File: src/hw/rtl/tpdc_pkg.sv
package tpdc_pkg;

	localparam int DUR_W    = 26;
	localparam int KICK_W   = 16;
	localparam int SINCE_W  = 14;
	localparam int FLOW_W   = 16;
	localparam int DOSE_W   = 14;
	localparam int MOIST_W  = 7;
	localparam int NUM_W    = 32;
	localparam int MUL_W    = 16;
	localparam int CFG_W    = 16;

	localparam logic [KICK_W-1:0]  KICK_TICKS     = 16'd500;
	localparam logic [SINCE_W-1:0] CHECK_INTERVAL = 14'd10000;
	localparam logic [SINCE_W-1:0] CHECK_SAT      = 14'd16383;
	localparam logic [11:0]        DOSE_MAX_Q4    = 12'd2400;
	localparam logic [FLOW_W-1:0]  MS_SCALE       = 16'd16000;
	localparam logic [DUR_W-1:0]   DUR_MAX        = {DUR_W{1'b1}};

	localparam logic [0:0]         RST_AUTO_MODE  = 1'b0;
	localparam logic [FLOW_W-1:0]  RST_FLOW       = 16'd2048;
	localparam logic [MOIST_W-1:0] RST_TARGET     = 7'd30;
	localparam logic [15:0]        RST_AUTO_DUR   = 16'd3000;

	localparam logic [1:0] KIND_TICK  = 2'd0;
	localparam logic [1:0] KIND_START = 2'd1;
	localparam logic [1:0] KIND_STOP  = 2'd2;

	localparam logic [1:0] DRIVE_OFF  = 2'd0;
	localparam logic [1:0] DRIVE_KICK = 2'd1;
	localparam logic [1:0] DRIVE_RUN  = 2'd2;

	localparam logic [1:0] ERR_NONE = 2'd0;
	localparam logic [1:0] ERR_BUSY = 2'd1;
	localparam logic [1:0] ERR_ZERO = 2'd2;

	localparam logic [1:0] REG_AUTO_MODE = 2'd0;
	localparam logic [1:0] REG_FLOW      = 2'd1;
	localparam logic [1:0] REG_TARGET    = 2'd2;
	localparam logic [1:0] REG_AUTO_DUR  = 2'd3;

	typedef struct packed {
		logic              start;
		logic [NUM_W-1:0]  num;
		logic [FLOW_W-1:0] den;
	} div_req_t;

	typedef struct packed {
		logic             start;
		logic [MUL_W-1:0] a;
		logic [MUL_W-1:0] b;
	} mul_req_t;

	typedef struct packed {
		logic              busy;
		logic [1:0]        phase;
		logic [DUR_W-1:0]  rem;
		logic [KICK_W-1:0] kick;
		logic [DUR_W-1:0]  dur;
	} dose_t;

	// clamp to 150 mL and scale to the run-time numerator
	function automatic logic [NUM_W-1:0] run_num(input logic [NUM_W-1:0] dose);
		logic [11:0] c;
		c = (dose > NUM_W'(DOSE_MAX_Q4)) ? DOSE_MAX_Q4 : dose[11:0];
		return NUM_W'(c) * NUM_W'(MS_SCALE);
	endfunction

endpackage

File: src/hw/rtl/tpdc_mul.sv
module tpdc_mul (
	input  logic                                clk,
	input  logic                                arst_n,
	input  tpdc_pkg::mul_req_t                  req,
	output logic                                done,
	output logic [2*tpdc_pkg::MUL_W-1:0]        prod
);

	logic                          busy_q;
	logic                          done_q;
	logic [$clog2(tpdc_pkg::MUL_W)-1:0] cnt_q;
	logic [tpdc_pkg::MUL_W-1:0]    a_q;
	logic [tpdc_pkg::MUL_W-1:0]    q_q;
	logic [tpdc_pkg::MUL_W-1:0]    m_q;
	logic [tpdc_pkg::MUL_W:0]      sum;

	// one multiplier bit per cycle, lsb first
	assign sum = {1'b0, a_q} + (q_q[0] ? {1'b0, m_q} : '0);

	always_ff @(posedge clk or negedge arst_n) begin
		if (!arst_n) begin
			busy_q <= 1'b0;
			done_q <= 1'b0;
			cnt_q  <= '0;
		end else begin
			done_q <= 1'b0;
			if (req.start) begin
				busy_q <= 1'b1;
				cnt_q  <= '0;
			end else if (busy_q) begin
				cnt_q <= cnt_q + 1'b1;
				if (cnt_q == $bits(cnt_q)'(tpdc_pkg::MUL_W - 1)) begin
					busy_q <= 1'b0;
					done_q <= 1'b1;
				end
			end
		end
	end

	always_ff @(posedge clk) begin
		if (req.start) begin
			a_q <= '0;
			q_q <= req.b;
			m_q <= req.a;
		end else if (busy_q) begin
			a_q <= sum[tpdc_pkg::MUL_W:1];
			q_q <= {sum[0], q_q[tpdc_pkg::MUL_W-1:1]};
		end
	end

	assign done = done_q;
	assign prod = {a_q, q_q};

endmodule

File: src/hw/rtl/tpdc_div.sv
module tpdc_div (
	input  logic                          clk,
	input  logic                          arst_n,
	input  tpdc_pkg::div_req_t            req,
	output logic                          done,
	output logic [tpdc_pkg::NUM_W-1:0]    quot
);

	logic                               busy_q;
	logic                               done_q;
	logic [$clog2(tpdc_pkg::NUM_W)-1:0] cnt_q;
	logic [tpdc_pkg::NUM_W-1:0]         num_q;
	logic [tpdc_pkg::FLOW_W-1:0]        den_q;
	logic [tpdc_pkg::FLOW_W-1:0]        rem_q;
	logic [tpdc_pkg::FLOW_W:0]          trial;
	logic                               qbit;
	logic [tpdc_pkg::FLOW_W-1:0]        rem_nx;

	// restoring division, one quotient bit per cycle, msb first
	// a zero divisor yields all ones
	always_comb begin
		trial  = {rem_q, num_q[tpdc_pkg::NUM_W-1]};
		qbit   = trial >= {1'b0, den_q};
		rem_nx = qbit ? tpdc_pkg::FLOW_W'(trial - {1'b0, den_q})
		              : trial[tpdc_pkg::FLOW_W-1:0];
	end

	always_ff @(posedge clk or negedge arst_n) begin
		if (!arst_n) begin
			busy_q <= 1'b0;
			done_q <= 1'b0;
			cnt_q  <= '0;
		end else begin
			done_q <= 1'b0;
			if (req.start) begin
				busy_q <= 1'b1;
				cnt_q  <= '0;
			end else if (busy_q) begin
				cnt_q <= cnt_q + 1'b1;
				if (cnt_q == $bits(cnt_q)'(tpdc_pkg::NUM_W - 1)) begin
					busy_q <= 1'b0;
					done_q <= 1'b1;
				end
			end
		end
	end

	always_ff @(posedge clk) begin
		if (req.start) begin
			num_q <= req.num;
			den_q <= req.den;
			rem_q <= '0;
		end else if (busy_q) begin
			num_q <= {num_q[tpdc_pkg::NUM_W-2:0], qbit};
			rem_q <= rem_nx;
		end
	end

	assign done = done_q;
	assign quot = num_q;

endmodule

File: src/hw/rtl/timed_pump_dose_controller.sv
// Timed pump dosing controller.
// Input channel (in_valid/in_stall) carries one transaction per event: kind
// 0 is a millisecond tick, 1 starts a dose of dose_q4 (Q10.4 mL), 2 stops the
// pump. moisture_percent is sampled on ticks that run an automatic check.
// Output channel (out_valid/out_stall) returns exactly one transaction per
// input with the pump drive, watering flag, done report and error code.
// Ticks with no automatic dose, stops and rejected starts answer in the
// cycle after acceptance. A valid start runs the 32-step bit-serial
// restoring divider that turns the dose into a run time. An automatic dose
// runs the 16-step serial multiplier, then the divider up to twice. One
// transaction is in work at a time; the next is accepted once the result is
// registered and the output register is free or being emptied. A stalled
// result holds in the output register; in_stall stays high while the output
// register is full and stalled. The user must write configuration through
// cfg_we/cfg_idx/cfg_data only while idle; the block does not enforce it.
// Reset clears all dose state and loads the register defaults.
module timed_pump_dose_controller (
	input  logic                             clk,
	input  logic                             arst_n,
	input  logic                             cfg_we,
	input  logic [1:0]                       cfg_idx,
	input  logic [tpdc_pkg::CFG_W-1:0]       cfg_data,
	input  logic                             in_valid,
	output logic                             in_stall,
	input  logic [1:0]                       kind,
	input  logic [tpdc_pkg::DOSE_W-1:0]      dose_q4,
	input  logic [tpdc_pkg::MOIST_W-1:0]     moisture_percent,
	output logic                             out_valid,
	input  logic                             out_stall,
	output logic [1:0]                       pump_drive,
	output logic                             watering,
	output logic                             done_res,
	output logic [tpdc_pkg::DUR_W-1:0]       done_duration_ms,
	output logic [1:0]                       error
);

	typedef enum logic [3:0] {
		ST_IDLE = 4'b0001,
		ST_MUL  = 4'b0010,
		ST_ADIV = 4'b0100,
		ST_DIV  = 4'b1000
	} state_t;

	state_t                            state_q, state_d;
	logic                              auto_mode_q;
	logic [tpdc_pkg::FLOW_W-1:0]       flow_q;
	logic [tpdc_pkg::MOIST_W-1:0]      target_q;
	logic [15:0]                       auto_dur_q;
	tpdc_pkg::dose_t                   dose_q, dose_d, tick_st, launch_st;
	logic [tpdc_pkg::SINCE_W-1:0]      since_q, since_d, since_inc;
	logic                              from_auto_q, from_auto_d;
	logic                              check;

	logic                              commit;
	logic                              res_done;
	logic [tpdc_pkg::DUR_W-1:0]        res_dur;
	logic [1:0]                        res_err;

	logic                              out_valid_q;
	logic [1:0]                        pump_drive_q;
	logic                              watering_q;
	logic                              done_res_q;
	logic [tpdc_pkg::DUR_W-1:0]        done_dur_q;
	logic [1:0]                        error_q;

	tpdc_pkg::mul_req_t                mul_req;
	logic                              mul_done;
	logic [2*tpdc_pkg::MUL_W-1:0]      mul_prod;
	tpdc_pkg::div_req_t                div_req;
	logic                              div_done;
	logic [tpdc_pkg::NUM_W-1:0]        div_quot;
	logic                              in_acc;

	// end-of-tick phase change and completion
	function automatic tpdc_pkg::dose_t settle(input tpdc_pkg::dose_t s);
		tpdc_pkg::dose_t r;
		r = s;
		if (s.busy) begin
			if (s.phase == tpdc_pkg::DRIVE_KICK && s.kick == '0)
				r.phase = tpdc_pkg::DRIVE_RUN;
			if (s.rem == '0) begin
				r.phase = tpdc_pkg::DRIVE_OFF;
				r.busy  = 1'b0;
				r.kick  = '0;
			end
		end
		return r;
	endfunction

	tpdc_mul u_mul (
		.clk    (clk),
		.arst_n (arst_n),
		.req    (mul_req),
		.done   (mul_done),
		.prod   (mul_prod)
	);

	tpdc_div u_div (
		.clk    (clk),
		.arst_n (arst_n),
		.req    (div_req),
		.done   (div_done),
		.quot   (div_quot)
	);

	assign in_stall = !(state_q == ST_IDLE && (!out_valid_q || !out_stall));
	assign in_acc   = in_valid && !in_stall;

	always_comb begin
		tick_st = dose_q;
		if (dose_q.busy) begin
			if (dose_q.rem != '0)
				tick_st.rem = dose_q.rem - 1'b1;
			if (dose_q.kick != '0)
				tick_st.kick = dose_q.kick - 1'b1;
		end
		since_inc = (since_q < tpdc_pkg::CHECK_SAT) ? since_q + 1'b1 : since_q;
		check     = !dose_q.busy && auto_mode_q && since_inc > tpdc_pkg::CHECK_INTERVAL;

		launch_st.busy  = 1'b1;
		launch_st.phase = tpdc_pkg::DRIVE_KICK;
		launch_st.kick  = tpdc_pkg::KICK_TICKS;
		launch_st.rem   = (div_quot > tpdc_pkg::NUM_W'(tpdc_pkg::DUR_MAX))
		                  ? tpdc_pkg::DUR_MAX : div_quot[tpdc_pkg::DUR_W-1:0];
		launch_st.dur   = launch_st.rem;
	end

	always_comb begin
		state_d     = state_q;
		dose_d      = dose_q;
		since_d     = since_q;
		from_auto_d = from_auto_q;
		commit      = 1'b0;
		res_done    = 1'b0;
		res_dur     = '0;
		res_err     = tpdc_pkg::ERR_NONE;
		mul_req     = '0;
		div_req     = '0;
		case (state_q)
			ST_IDLE: begin
				if (in_acc) begin
					case (kind)
						tpdc_pkg::KIND_TICK: begin
							since_d = check ? '0 : since_inc;
							if (check && moisture_percent < target_q) begin
								mul_req.start = 1'b1;
								mul_req.a     = auto_dur_q;
								mul_req.b     = flow_q;
								state_d       = ST_MUL;
							end else begin
								dose_d   = settle(tick_st);
								commit   = 1'b1;
								res_done = tick_st.busy && tick_st.rem == '0;
								res_dur  = res_done ? tick_st.dur : '0;
							end
						end
						tpdc_pkg::KIND_START: begin
							if (dose_q.busy) begin
								commit  = 1'b1;
								res_err = tpdc_pkg::ERR_BUSY;
							end else if (dose_q4 == '0) begin
								commit  = 1'b1;
								res_err = tpdc_pkg::ERR_ZERO;
							end else begin
								div_req.start = 1'b1;
								div_req.num   = tpdc_pkg::run_num(tpdc_pkg::NUM_W'(dose_q4));
								div_req.den   = flow_q;
								from_auto_d   = 1'b0;
								state_d       = ST_DIV;
							end
						end
						tpdc_pkg::KIND_STOP: begin
							dose_d.busy  = 1'b0;
							dose_d.phase = tpdc_pkg::DRIVE_OFF;
							dose_d.rem   = '0;
							dose_d.kick  = '0;
							commit       = 1'b1;
						end
						default: begin
							commit = 1'b1;
						end
					endcase
				end
			end
			ST_MUL: begin
				if (mul_done) begin
					div_req.start = 1'b1;
					div_req.num   = mul_prod;
					div_req.den   = tpdc_pkg::MS_SCALE;
					state_d       = ST_ADIV;
				end
			end
			ST_ADIV: begin
				if (div_done) begin
					if (div_quot == '0) begin
						commit  = 1'b1;
						res_err = tpdc_pkg::ERR_ZERO;
						state_d = ST_IDLE;
					end else begin
						div_req.start = 1'b1;
						div_req.num   = tpdc_pkg::run_num(div_quot);
						div_req.den   = flow_q;
						from_auto_d   = 1'b1;
						state_d       = ST_DIV;
					end
				end
			end
			ST_DIV: begin
				if (div_done) begin
					commit  = 1'b1;
					state_d = ST_IDLE;
					if (from_auto_q) begin
						dose_d   = settle(launch_st);
						res_done = launch_st.rem == '0;
						res_dur  = res_done ? launch_st.dur : '0;
					end else begin
						dose_d = launch_st;
					end
				end
			end
			default: begin
				state_d = ST_IDLE;
			end
		endcase
	end

	always_ff @(posedge clk or negedge arst_n) begin
		if (!arst_n) begin
			state_q     <= ST_IDLE;
			dose_q      <= '0;
			since_q     <= '0;
			from_auto_q <= 1'b0;
			out_valid_q <= 1'b0;
			auto_mode_q <= tpdc_pkg::RST_AUTO_MODE;
			flow_q      <= tpdc_pkg::RST_FLOW;
			target_q    <= tpdc_pkg::RST_TARGET;
			auto_dur_q  <= tpdc_pkg::RST_AUTO_DUR;
		end else begin
			state_q     <= state_d;
			dose_q      <= dose_d;
			since_q     <= since_d;
			from_auto_q <= from_auto_d;
			if (commit)
				out_valid_q <= 1'b1;
			else if (out_valid_q && !out_stall)
				out_valid_q <= 1'b0;
			if (cfg_we) begin
				case (cfg_idx)
					tpdc_pkg::REG_AUTO_MODE: auto_mode_q <= cfg_data[0];
					tpdc_pkg::REG_FLOW:      flow_q      <= cfg_data;
					tpdc_pkg::REG_TARGET:    target_q    <= cfg_data[tpdc_pkg::MOIST_W-1:0];
					tpdc_pkg::REG_AUTO_DUR:  auto_dur_q  <= cfg_data;
					default: begin
					end
				endcase
			end
		end
	end

	always_ff @(posedge clk) begin
		if (commit) begin
			pump_drive_q <= dose_d.phase;
			watering_q   <= dose_d.busy;
			done_res_q   <= res_done;
			done_dur_q   <= res_dur;
			error_q      <= res_err;
		end
	end

	assign out_valid        = out_valid_q;
	assign pump_drive       = pump_drive_q;
	assign watering         = watering_q;
	assign done_res         = done_res_q;
	assign done_duration_ms = done_dur_q;
	assign error            = error_q;

endmodule

File: config.mk
export PLATFORM = sky130hd
export DESIGN_NAME = timed_pump_dose_controller
export DESIGN_NICKNAME = d
export VERILOG_FILES = /design/src/hw/rtl/tpdc_pkg.sv /design/src/hw/rtl/tpdc_mul.sv /design/src/hw/rtl/tpdc_div.sv /design/src/hw/rtl/timed_pump_dose_controller.sv
export SDC_FILE = /design/constraint.sdc
export NUM_CORES = 1
export LEC_CHECK = 0
export BUFFER_PORTS_ARGS = -buffer_cell sky130_fd_sc_hd__buf_2
export CAP_MARGIN = 10
export CORE_UTILIZATION = 40
export CTS_CLUSTER_DIAMETER = 30
export CTS_CLUSTER_SIZE = 30
export DETAILED_ROUTE_END_ITERATION = 10
export GPL_ROUTABILITY_DRIVEN = 0
export PLACE_DENSITY = 0.66
export SYNTH_ARGS = -nofsm -noshare
export SYNTH_HDL_FRONTEND = slang
export SYNTH_HIERARCHICAL = 1
export SYNTH_SLANG_ARGS = --single-unit
File: constraint.sdc
create_clock -name clk -period 6.1 [get_ports clk]
set_input_delay 0.915 -clock clk [delete_from_list [all_inputs] [get_ports clk]]
set_output_delay 0.915 -clock clk [all_outputs]
set_load 0.02 [all_outputs]
# --- Yosys cells after proc, flatten, opt, wreduce, memory -nomap -nowiden ---
# Index checks and enable logic that the tools add are counted.
# W data, S select, Z words.
word_totals:
  output_inout_bits: 34
  input_bits: 46
  elab_cells: 215
  register_bits: 288
op_classes:
  addsub: 7
  bitwise_logic: 1
  n_mul: 2
  n_eq_ne: 26
  magnitude_cmp: 7
  reduce_logical: 37
  mux: 105
op_table:
  columns: ["cell", "count"]
  rows:
  - ["$mux W49", 7]
  - ["$mux W71", 4]
  - ["$mux W26", 10]
  - ["$pmux W49 S3", 1]
  - ["$pmux W71 S2", 1]
  - ["$mux W33", 4]
  - ["$mux W16", 7]
  - ["$pmux W45 S2", 1]
  - ["$mux W32", 2]
  - ["$logic_not A26 Y1", 2]
  - ["$pmux W26 S2", 1]
  - ["$mux W42", 1]
  - ["$mux W4", 10]
  - ["$mul A12 B7 Y19 const B", 2]
  - ["$gt A32 B12 Y1 const B", 1]
  - ["$gt A32 B26 Y1 const B", 1]
  - ["$logic_not A32 Y1", 1]
  - ["$mux W1", 32]
  - ["$mux W14", 2]
  - ["$reduce_bool A26 Y1", 1]
  - ["$sub A26 B1 Y26 const B", 1]
  - ["$mux W12", 2]
  - ["$add A16 B17 Y17", 1]
  - ["$ge A17 B16 Y1", 1]
  - ["44 further kinds", 89]

# --- Longest topological paths before layout ---
depth:
  depth_word: 12
  ltp_mapped: 26
  depth_no_buf: 26

# --- Modules after synthesis ---
# The synthesis kept the hierarchy.
by_module_without_submodules:
  columns: ["module", "cells_per_inst", "n_inst", "seq_area_each_um2", "area_each_um2"]
  rows:
  - ["timed_pump_dose_controller", 1499, 1, 4255.3, 13623.1]
  - ["tpdc_div", 323, 1, 1936.9, 3819.9]
  - ["tpdc_mul", 257, 1, 1431.4, 2889.0]

# --- Worst setup path before layout ---
# No wires, ideal clock.
synth_path:
  kind: "input -> register"
  startpoint: "input dose_q4[1] (netlist name)"
  endpoint: "register u_div.num_q (netlist bit u_div/quot[24]), data pin"
  setup_ns: 0.260
  cell_stages: 23
  setup_slack_ns: -1.148
  n_path_buf: 0
  arrival_ns: 6.989
  required_ns: 5.840
  cell_sequence: "or4_1 -> nor2_1 -> nor2_1 -> o21ai_0 -> nand2_1 -> a211oi_1 -> nand2b_1 -> fa_1 -> fa_1 -> fa_1 -> inv_1 -> fa_1 -> inv_1 -> ha_1 -> or2_2 -> a21oi_1 -> a31oi_1 -> a41o_1 -> or4_1 -> a31oi_1 -> xor2_1 -> o221ai_1 -> mux2_2"
synth_rtl:
  columns: ["element", "line_no", "rtl"]
  rows:
  - ["start: declaration", "timed_pump_dose_controller.sv:26", "input logic [tpdc_pkg::DOSE_W-1:0] dose_q4,"]
  - ["end signal: assignment", "tpdc_div.sv:50", "num_q <= req.num;"]
  - ["end signal: assignment", "tpdc_div.sv:54", "num_q <= {num_q[tpdc_pkg::NUM_W-2:0], qbit};"]
  - ["end: declaration", "tpdc_div.sv:12", "logic [tpdc_pkg::NUM_W-1:0] num_q;"]

==> metrics <==
status=finished, violations left; failing checks=setup timing; Worst Setup Slack post-DPL=-0.884 ns; Post-Syn Area per Cell=a little under 10 um^2; synth top area cells=edfxtp_1, dfrtp_1, ha_1; fin crit period=about 6.3 ns; fin area=about 0.025 mm^2; final core occ=0.496; CP Class=primary input to flop; RSZ-0062 raised after global routing=yes; hpwl dp=38100 um; CTS max path bufs=3; Post-DRT Antenna Nets=0; first-pass GRT wire length=84100 um; core area=0.0502 mm^2; largest net degree at the start of global routing=between 90 and 100; final hold violation count=0; Commonest cells post-synth=inv_1, nand2_1, nor2_1, ha_1, dfrtp_1; peak supply drop=~0.24 mV; async set-or-reset flop fraction in the synthesized netlist=0.500; Post-Synthesis Cell Area=between 0.02 and 0.025 mm^2; 1st-pass router iterations=5; Num CTS Buffers=~70; Post-synth EDFFs=112; crit share post-route=1.03; WL final=around 50000 um; Port Buffers=79; Die Y=approximately 230 um; Clock Pin Slew Worst Setup and Hold Paths=about 0.05 ns; Clock H-tree levels=3; Slew Limit Fails=0; Cell Pwr Density=about 350 mW/mm^2; Setup WS post-layout=-0.175 ns; global route total overflow=0; Synthesized Nets=around 2300; #FFs+latches synth=288; fin cells=3009; NumNets Final=around 2500; layout cells sized above 1=0.227; count leader, synth=inv_1; Synth cell types=100; highest net fanout along the worst path=8; CTS tree=done; Final setup viols=7; Tot GR Track Use=0.204; Max Cap Viol=0; drt wl/cell=between 15 and 20 um; routed vias=between 15000 and 20000; skew final=around 0.032 ns; vias in the first global route=about 16000; critical path startpoint category=primary input; TritonCTS Sinks=roughly 290; # hold bufs at CTS=0; die area=0.0517 mm^2; DIE WIDTH=approximately 230 um; worst relative slew slack=0.213; Post-Route Setup TNS=-0.778 ns; Min Hold Slack=0.391 ns; Hold Crit Class=primary input to asynchronous set/reset pin; Arrival @ worst endpoint=~6.6 ns; initial antenna violation count=0; DR vias/cell=roughly 5.4; Worst-Margin Slew=1.18 ns; area delta synth->final=22.4%; Synth area leader=edfxtp_1; Starting Density=0.405; antenna cell count=0; DRC errors left=0; root buffer cell=clkbuf_16; fmax=approximately 0.16 GHz; Yosys warnings=6; Post-Syn Instances=2079; IO Count=80; Static Leak=about 11 nW; DP Area=around 0.022 mm^2; CP required=6.41 ns; Crit. End Element=flop; Initial DRC Count=1293; FF-to-FF setup slack=-0.09 ns; Site Rows=82; FILL cells=approximately 4500; top cell type's share of synthesized area=0.165; dpl cells=~2900; sequential-to-total area share from yosys stat=0.375; total power=8.72 mW; Primary FF master, synth=dfrtp_1; Clk Latency, worst-skew pair=0.58 ns
-- area by class of cell --
cell class,instances,area (um^2),area share
well taps,672,841,0.0338
clock inverters,34,353,0.0142
multi-input cells,1519,11900,0.480
flip-flops and latches,288,7620,0.306
clock buffers,93,1940,0.0779
repair buffers,221,1510,0.0605
inverters,182,686,0.0276
-- routing by layer --
| layer | global-route usage | share of wire | up-vias |
|---|---|---|---|
| met5 | 0 | 0 | - |
| met4 | 0.0667 | 0.029 | 0 |
| met3 | 0.0368 | 0.053 | 93 |
| met2 | 0.338 | 0.47 | 473 |
| met1 | 0.270 | 0.45 | 7972 |
| li1 | - | - | 7830 |
-- layout by cell type (no fill, tap or decap), types with 14 or more instances in the layout --
cell type    n
nand4_1     18
a211oi_1    25
and2_1     107
dfrtp_1    131
a31oi_1     19
a21oi_1     74
nand2_1    168
and3_1      16
buf_4      138
mux2_1      17
ha_1       125
xnor2_1     29
clkbuf_1    14
nand2b_1    18
a22oi_1     15
mux2i_1     20
dfxtp_1     32
inv_1      166
inv_2       15
fa_1        76
a21o_1      28
o21ai_0     96
clkbuf_16   71
buf_2       77
xor2_1      37
nand3_1     39
or3_1       21
mux2_2      69
o211ai_1    16
nor2_1     140
o21ai_1     17
nor3_1      46
edfxtp_1   112
-- critical path, stage by stage --
cell      delay, ns
buf_6          0.09
or4_4          0.54
nor2_4         0.12
nor2_1         0.04
o21ai_1        0.12
nand2_1        0.10
a211oi_4       0.24
buf_12         0.16
buf_12         0.10
nand2b_4       0.06
buf_4          0.14
ha_1           0.31
fa_1           0.50
fa_1           0.49
inv_1          0.05
fa_1           0.49
inv_2          0.05
ha_4           0.23
or2_4          0.23
a21oi_2        0.13
a31oi_2        0.07
a41o_1         0.21
or4_1          0.41
a31oi_1        0.22
xor2_1         0.17
o221ai_1       0.12
mux2_4         0.30
-- path summary, 6_finish.rpt --
check,start,endpoint,depth (start not counted)
max,dose_q4[4],u_div/quot[24]$_DFFE_PP_,27
min,arst_n,dose_q[14]$_DFFE_PN0P_,1
max in group asynchronous,arst_n,since_q[12]$_DFFE_PN0P_,2
min reg2reg,dose_q[20]$_DFFE_PN0P_,dose_q[20]$_DFFE_PN0P_,2
min in group clk,dose_q[20]$_DFFE_PN0P_,dose_q[20]$_DFFE_PN0P_,2
max reg2reg,u_div/quot[0]$_DFFE_PP_,u_div/quot[24]$_DFFE_PP_,24
-- power by group --
part / total (mW) / internal [mW] / leakage [nW] / switching, mW
clock network: 3.56 / 2.41 / 1.13 / 1.16
registers: 2.67 / 2.41 / 3.25 / 0.261
logic: 2.48 / 1.14 / 6.92 / 1.34
total: 8.72 / 5.96 / 11.3 / 2.76
-- logic make-up (layout without fill, tap and decap cells) --
| logic type | after synthesis | after routing | synth area share |
|---|---|---|---|
| AND/OR/NAND/NOR | 694 | 694 | 0.178 |
| AO/OA/AOI/OAI | 437 | 437 | 0.146 |
| multiplexers | 111 | 111 | 0.0602 |
| flip-flops | 288 | 288 | 0.375 |
| adder cells (fa/ha/maj) | 208 | 208 | 0.156 |
| XOR/XNOR | 69 | 69 | 0.0297 |
| buffers and inverters | 272 | 530 | 0.0553 |
-- state kept, by name, indices dropped and copies added, names as in the netlist, 4 cells and up --
| signal | cells |
|---|---|
| flow_q | 16 |
| u_div/quot | 32 |
| auto_dur_q | 16 |
| u_div/den_q | 16 |
| u_mul/cnt_q | 4 |
| state_q | 4 |
| target_q | 7 |
| u_mul/a_q | 16 |
| u_mul/m_q | 16 |
| u_mul/q_q | 16 |
| u_div/cnt_q | 5 |
| since_q | 14 |
| u_div/rem_q | 16 |
| done_duration_ms | 26 |
| dose_q | 71 |
-- repair_timing --
action,CTS,global route
buffers inserted,6,5
hold endpoints to repair,0,0
pin swaps,16,20
endpoints found under the setup margin,7,9
gates cloned,0,0
gates resized for setup,28,35
Power figures use the tool's default switching activity.
